`src/rtl/fsmf_pkg.sv`:
```
package fsmf_pkg;

	localparam int MAX_NEEDLE_DEF = 32;
	localparam int MAX_TEXT_DEF   = 65536;

	localparam logic FUNC_PATTERN = 1'b0;
	localparam logic FUNC_TEXT    = 1'b1;

	typedef struct packed {
		logic pat_append;
		logic pat_drop;
		logic txt_shift;
		logic txt_drop;
		logic job_end;
	} fsmf_cmd_t;

	typedef struct packed {
		logic pat_full;
		logic txt_full;
	} fsmf_status_t;

endpackage

```
`src/rtl/fsmf_dp.sv`:
```
module fsmf_dp #(
	parameter int MAX_NEEDLE = fsmf_pkg::MAX_NEEDLE_DEF,
	parameter int MAX_TEXT   = fsmf_pkg::MAX_TEXT_DEF
) (
	input  logic                 clk,
	input  logic                 arst_n,
	input  fsmf_pkg::fsmf_cmd_t  cmd,
	output fsmf_pkg::fsmf_status_t status,
	input  logic [7:0]           data_byte,
	output logic                 found,
	output logic [15:0]          match_index,
	output logic                 pattern_overflow,
	output logic                 text_overflow
);
	import fsmf_pkg::*;

	localparam int TEXT_LIMIT = (MAX_TEXT < 65536) ? MAX_TEXT : 65536;
	localparam int PW = $clog2(TEXT_LIMIT + 1);
	localparam int LW = $clog2(MAX_NEEDLE + 1);
	localparam int IW = (MAX_NEEDLE > 1) ? $clog2(MAX_NEEDLE) : 1;

	logic [7:0]            pat_q [MAX_NEEDLE];
	logic [LW-1:0]         len_q;
	logic [MAX_NEEDLE-1:0] cell_q;
	logic [MAX_NEEDLE-1:0] cell_nx;
	logic [PW-1:0]         pos_q;
	logic                  seen_q;
	logic [15:0]           first_q;
	logic                  pdrop_q;
	logic                  tdrop_q;
	logic                  found_q;
	logic [15:0]           index_q;
	logic                  pov_q;
	logic                  tov_q;

	logic [LW-1:0] len_m1;
	logic [IW-1:0] sel;
	logic          hit;
	logic [16:0]   start_w;
	logic          seen_nx;
	logic [15:0]   first_nx;

	// cell j: pattern[0..j] ends at the current text byte
	always_comb begin
		cell_nx[0] = (data_byte == pat_q[0]);
		for (int j = 1; j < MAX_NEEDLE; j++) begin
			cell_nx[j] = cell_q[j-1] & (data_byte == pat_q[j]);
		end
	end

	assign len_m1  = len_q - LW'(1);
	assign sel     = len_m1[IW-1:0];
	assign hit     = (len_q == '0) || cell_nx[sel];
	// empty pattern matches at index 0
	assign start_w = (len_q == '0) ? 17'd0 : 17'(pos_q) + 17'd1 - 17'(len_q);
	assign seen_nx = seen_q | (cmd.txt_shift & hit);
	assign first_nx = (cmd.txt_shift & hit & ~seen_q) ? start_w[15:0] : first_q;

	assign status.pat_full = (len_q == LW'(MAX_NEEDLE));
	assign status.txt_full = (pos_q == PW'(TEXT_LIMIT));

	always_ff @(posedge clk) begin
		if (cmd.pat_append) begin
			pat_q[len_q[IW-1:0]] <= data_byte;
		end
		if (cmd.job_end) begin
			found_q <= seen_nx;
			index_q <= first_nx;
			pov_q   <= pdrop_q;
			tov_q   <= tdrop_q | cmd.txt_drop;
		end
	end

	always_ff @(posedge clk or negedge arst_n) begin
		if (!arst_n) begin
			len_q   <= '0;
			cell_q  <= '0;
			pos_q   <= '0;
			seen_q  <= 1'b0;
			first_q <= '0;
			pdrop_q <= 1'b0;
			tdrop_q <= 1'b0;
		end else if (cmd.job_end) begin
			len_q   <= '0;
			cell_q  <= '0;
			pos_q   <= '0;
			seen_q  <= 1'b0;
			first_q <= '0;
			pdrop_q <= 1'b0;
			tdrop_q <= 1'b0;
		end else begin
			if (cmd.pat_append) begin
				len_q <= len_q + LW'(1);
			end
			if (cmd.pat_drop) begin
				pdrop_q <= 1'b1;
			end
			if (cmd.txt_shift) begin
				cell_q  <= cell_nx;
				pos_q   <= pos_q + PW'(1);
				seen_q  <= seen_nx;
				first_q <= first_nx;
			end
			if (cmd.txt_drop) begin
				tdrop_q <= 1'b1;
			end
		end
	end

	assign found            = found_q;
	assign match_index      = index_q;
	assign pattern_overflow = pov_q;
	assign text_overflow    = tov_q;

	a_len_bound: assert property (@(posedge clk) disable iff (!arst_n)
		len_q <= LW'(MAX_NEEDLE)) else $error("pattern length past capacity");
	a_pos_bound: assert property (@(posedge clk) disable iff (!arst_n)
		pos_q <= PW'(TEXT_LIMIT)) else $error("text position past limit");
	a_seen_sticky: assert property (@(posedge clk) disable iff (!arst_n)
		seen_q && !cmd.job_end |=> seen_q) else $error("match lost mid-job");
	a_job_clear: assert property (@(posedge clk) disable iff (!arst_n)
		cmd.job_end |=> len_q == '0 && pos_q == '0 && !seen_q && cell_q == '0)
		else $error("job state not cleared");

endmodule

```
`src/rtl/fsmf_ctrl.sv`:
```
module fsmf_ctrl (
	input  logic                   clk,
	input  logic                   arst_n,
	input  logic                   item_valid,
	output logic                   item_ready,
	input  logic                   func,
	input  logic                   last_text,
	output logic                   res_valid,
	input  logic                   res_ready,
	input  fsmf_pkg::fsmf_status_t status,
	output fsmf_pkg::fsmf_cmd_t    cmd
);
	import fsmf_pkg::*;

	typedef enum logic {
		ST_PATTERN,
		ST_TEXT
	} state_t;

	state_t state_q;
	logic   res_valid_q;
	logic   acc;
	logic   is_text;

	assign item_ready = ~res_valid_q | res_ready;
	assign acc        = item_valid & item_ready;
	assign is_text    = (func == FUNC_TEXT);

	assign cmd.pat_append = acc & ~is_text & (state_q == ST_PATTERN) & ~status.pat_full;
	assign cmd.pat_drop   = acc & ~is_text & (state_q == ST_PATTERN) & status.pat_full;
	assign cmd.txt_shift  = acc & is_text & ~status.txt_full;
	assign cmd.txt_drop   = acc & is_text & status.txt_full;
	assign cmd.job_end    = acc & is_text & last_text;

	always_ff @(posedge clk or negedge arst_n) begin
		if (!arst_n) begin
			state_q     <= ST_PATTERN;
			res_valid_q <= 1'b0;
		end else begin
			if (cmd.job_end) begin
				res_valid_q <= 1'b1;
			end else if (res_ready) begin
				res_valid_q <= 1'b0;
			end
			unique case (state_q)
				ST_PATTERN: begin
					if (acc && is_text && !last_text) begin
						state_q <= ST_TEXT;
					end
				end
				ST_TEXT: begin
					if (cmd.job_end) begin
						state_q <= ST_PATTERN;
					end
				end
				default: state_q <= ST_PATTERN;
			endcase
		end
	end

	assign res_valid = res_valid_q;

endmodule

```
`src/rtl/first_substring_match_finder_unit.sv`:
```
// channel | handshake              | payload
// item    | item_valid, item_ready | func, data_byte, last_text
// result  | res_valid, res_ready   | found, match_index, pattern_overflow, text_overflow
//
// One item per cycle unless stalled; result appears the cycle after the last text byte.
// A byte is compared against all pattern positions at once by the cell chain.
// item_ready drops only while a result waits and res_ready is low.
// Reset clears the job state; pattern bytes are undefined until loaded.
module first_substring_match_finder_unit #(
	parameter int MAX_NEEDLE = fsmf_pkg::MAX_NEEDLE_DEF,
	parameter int MAX_TEXT   = fsmf_pkg::MAX_TEXT_DEF
) (
	input  logic        clk,
	input  logic        arst_n,
	input  logic        item_valid,
	output logic        item_ready,
	input  logic        func,
	input  logic [7:0]  data_byte,
	input  logic        last_text,
	output logic        res_valid,
	input  logic        res_ready,
	output logic        found,
	output logic [15:0] match_index,
	output logic        pattern_overflow,
	output logic        text_overflow
);
	import fsmf_pkg::*;

	fsmf_cmd_t    cmd;
	fsmf_status_t status;

	fsmf_ctrl u_ctrl (
		.clk        (clk),
		.arst_n     (arst_n),
		.item_valid (item_valid),
		.item_ready (item_ready),
		.func       (func),
		.last_text  (last_text),
		.res_valid  (res_valid),
		.res_ready  (res_ready),
		.status     (status),
		.cmd        (cmd)
	);

	fsmf_dp #(
		.MAX_NEEDLE (MAX_NEEDLE),
		.MAX_TEXT   (MAX_TEXT)
	) u_dp (
		.clk              (clk),
		.arst_n           (arst_n),
		.cmd              (cmd),
		.status           (status),
		.data_byte        (data_byte),
		.found            (found),
		.match_index      (match_index),
		.pattern_overflow (pattern_overflow),
		.text_overflow    (text_overflow)
	);

endmodule
```
`config.mk`:
```
export PLATFORM = sky130hd
export DESIGN_NAME = first_substring_match_finder_unit
export DESIGN_NICKNAME = d
export VERILOG_FILES = /design/src/rtl/fsmf_pkg.sv /design/src/rtl/fsmf_dp.sv /design/src/rtl/fsmf_ctrl.sv /design/src/rtl/first_substring_match_finder_unit.sv
export SDC_FILE = /design/constraint.sdc
export NUM_CORES = 1
export LEC_CHECK = 0
export ABC_AREA = 1
export BUFFER_PORTS_ARGS = -buffer_cell sky130_fd_sc_hd__buf_2
export CELL_PAD_IN_SITES_DETAIL_PLACEMENT = 0
export CELL_PAD_IN_SITES_GLOBAL_PLACEMENT = 1
export CORE_UTILIZATION = 45
export DETAILED_ROUTE_END_ITERATION = 10
export MAX_ROUTING_LAYER = met4
export PLACE_DENSITY = 0.78
export RECOVER_POWER = 50
export SYNTH_ARGS = -nofsm -noshare
export SYNTH_HDL_FRONTEND = slang
export SYNTH_SLANG_ARGS = --single-unit
```
`constraint.sdc`:
```
create_clock -name clk -period 2.6 [get_ports clk]
set_clock_uncertainty 0.15 [all_clocks]
set_input_delay 0.13 -clock clk [delete_from_list [all_inputs] [get_ports clk]]
set_output_delay 0.13 -clock clk [all_outputs]
set_load 0.02 [all_outputs]
```
==> reports/qor_table.md <==
| Metric | This run |
| --- | --- |
| Critical path class | flop to flop |
| Worst hold path class | primary input to flop |
| First-iteration detailed-routing DRC count | 1053 |
| Area of the mapped netlist | 16890 um2 |
| Antenna Violating Nets Remaining | 0 |
| Number of distinct library cell variants in the gate-level netlist after synthesis | 39 |
| Run status | finished with violations |
| Leakage Power | 8.934 nW |
| Relative slew margins | -1.933% |
| Total area of sequential cells | 10140 um2 |
| Detailed-routing iteration count for the pre-antenna-repair pass | 5 |
| Largest net degree at the start of global routing | 46 |
| Source of the critical timing path | u_dp.pos_q[0] |
| Nets | 2027 |
| Max Root-Sink Buffers | 3 |
| GR Overflow Total | 0 |
| Inserted Clock Buffers | 38 |
| Commonest non-fill, non-tap cells in the layout | nand2_1 (416), edfxtp_1 (275), inv_1 (221), nor2_1 (159), buf_4 (119) |
| Setup slack on the worst flop-to-flop path | -260 ps |
| Root buffer cell | clkbuf_16 |
| Number of cells on the worst reg-to-reg path | 17 |
| Util after Layout | 57.71% |
| Overall power after layout | 0.01547 W |
| Clock insertion delay at the later pin of the skew report | 570 ps |
| Multi-input gate area | 6186 um2 |
| Flip-flop cell with the highest count after synthesis | edfxtp_1 |
| Number of hold violations in the final report | 0 |
| I/O pin count | 35 |
| Setup tns final | -4786 ps |
| Number of max-cap violations | 2 |
| Number of fill cells in the layout | 3061 |
| Async S/R FF share, synth | 21.43% |
| Post-route setup slack | -256.4 ps |
| Most common cell after layout, fill and taps aside | nand2_1 |
| Cell Pwr Density | 728.7 nW/um2 |
| Clock edge transition at the registers on the reported setup and hold paths | 70 ps |
| Global-route wire length before repair | 67.90 mm |
| Starting density of the core | 45.91% |
| Height of the chip | 195.7 um |
| Share of the yosys chip area belonging to registers | 60.00% |
| Yosys synthesis warning count | 0 |
| Final setup viols | 32 |
| Capture point of the worst path | u_dp.match_index[12] |
| Post-synthesis instance total | 1773 |
| Number of diodes added for antenna fixing | 0 |
| Type of origin of the critical path | flop |
| EDFF count, synth | 275 |
| Level count of the clock H-tree | 2 |
| Signed area change from the synthesized netlist to the final layout | 25.70% |
| Via count normalized by instance count | 5.231 |
| Vias in the first global route | 12410 |
| Maximum vdd ir drop | 0.0005873 V |
| Arrival time reported for the critical path endpoint | 3020 ps |
| Required time at the worst-slack endpoint | 2770 ps |
| Clock sink total | 350 |
| Number of port buffers | 34 |
| Ratio of cells with drive above 1 in the final layout | 21.04% |
| Highest clock rate | 350.1 MHz |
| Net Count, Synth | 1800 |
| Setup repair after global routing missed its margin | true |
| Dpl hpwl | 28.13 mm |
| Post-layout minimum cycle time | 2856 ps |
| Mean routed wirelength per cell | 19.38 um |
| Type of destination of the critical path | flop |
| Startpoint of the worst-slack reg-to-reg timing path | u_dp.pos_q[0] |
| Antenna violations before repair | 1 |
| Min-delay src | item_valid |
| Placer congestion estimate | 0.8629 |
| Routed vias | 13063 |
| Tot GR Track Use | 23.67% |
| Worst Tran Pin Value | 1529 ps |
| Number of DRC violations after detailed routing | 0 |
| Total wirelength of the detailed-routed design | 48.38 mm |
| Core area | 36790 um2 |
| Cell row count | 70 |
| Die Area | 38310 um2 |
| Ratio of final minimum period to clock period | 109.9% |
| Synthesis-stage register bit count | 350 |
| Post-Route Hold Slack | 21.87 ps |
| Per-instance average area after synthesis | 9.526 um2 |
| CTS tree | built |
| Reg2reg end | u_dp.match_index[12] |
| Failing checks | max-capacitance violations, max-slew violations, negative setup slack |
| Maximum fanout encountered on the critical timing path | 4 |
| Pins Over Slew Limit | 23 |
| Chip Width | 195.7 um |
worst max-delay path, stage by stage, from the launching register on:
cell and delay [ps]:
dfrtp_2 460, ha_4 200, xor2_4 170, ha_4 240, buf_6 110, nand3_2 70
nand2_2 90, nand2_4 90, a21oi_4 70, nor2_4 110, nand2_2 80, nor3_4 180
nand3_2 130, xor2_1 180, nand2_1 50, nand3_1 90, nand2_2 90, inv_1 40
cell families (layout without fill, tap and decap cells):
kind of cell | Yosys count | after routing | synth area share [%]
simple gates | 847 | 847 | 21.04
flops | 350 | 350 | 60.00
buf+inv | 307 | 563 | 7.675
compound gates | 156 | 156 | 5.089
xor+xnor | 100 | 100 | 5.186
fa+ha+maj | 13 | 13 | 1.007
cells in the mapped netlist, types with 8 or more instances:
cell	instances	area, um2
buf_2	26	130.1
ha_1	12	150.1
nand3_1	144	720.7
o21ai_0	67	335.3
clkbuf_1	19	71.32
a21oi_1	31	155.2
buf_6	10	112.6
nor3_1	16	80.08
xnor2_1	37	324.1
nand2_1	437	1640
o22ai_1	37	231.5
edfxtp_1	275	8258
dfrtp_1	75	1877
o21ai_1	8	40.04
or2_2	17	106.4
buf_4	9	67.56
xor2_1	63	551.8
inv_1	232	870.8
nor2_1	196	735.7
nand4_1	13	81.33
how the worst min path moves through the flow:
stage	endpoint	depth (start not counted)
4_1_cts	u_dp.pat_q[15][3]	2
3_3_place_gp	u_dp.first_q[12]	1
3_5_place_dp	u_dp.first_q[12]	1
2_1_floorplan	asynchronous set/reset pin	0
6_report	u_dp.pdrop_q	6
5_1_grt	u_dp.pat_q[15][3]	2
sequential cells by signal, indices dropped and copies added, names as in the netlist, named ones only:
register               cells
u_dp.len_q                 6
u_dp.pos_q                17
u_dp.first_q              16
u_dp.match_index          16
u_ctrl.res_valid           1
u_dp.pattern_overflow      1
u_dp.tdrop_q               1
u_dp.cell_q               31
u_dp.pdrop_q               1
u_dp.found                 1
u_dp.pat_q               256
u_dp.seen_q                1
u_dp.text_overflow         1
layout make-up:
type	count	share of cell area, %
clock inverter	13	0.3595
multi-input combinational	1116	29.14
inverter	242	4.626
timing repair buffer	252	10.33
tap	468	2.758
sequential	350	47.76
clock buffer	56	5.033
metrics by stage:
step	instance area (um2)	setup WS [ps]	instances
global route	21230	-431.5	2497
detailed placement	18610	-333.0	2352
global placement	18610	-281.2	2352
finish	21230	-256.4	2497
CTS	20080	-278.7	2448
floorplan	16900	-74.41	1773
power breakdown:
| part | switching (W) | internal [W] |
|---|---|---|
| logic | 0.00232 | 0.00169 |
| clock network | 0.00225 | 0.00286 |
| registers | 0.0000783 | 0.00628 |
repair_timing:
action                                 4_1_cts  5_1_grt
setup endpoints to repair                   25      261
endpoints found under the hold margin      281        0
gates cloned                                 0       15
hold buffers                                15        0
buffers inserted                            12       39
pin swaps                                   18       87
resized for setup                           18      227
layer usage:
metal | global-route usage, % | share of wire [%] | vias to the layer above
li1 | - | - | 6237
met1 | 31.13 | 43 | 6387
met2 | 38.80 | 49 | 352
met3 | 2.596 | 5.3 | 87
met4 | 7.292 | 2.8 | 0
met5 | - | 0 | -
(Power assumes the default switching activity.)
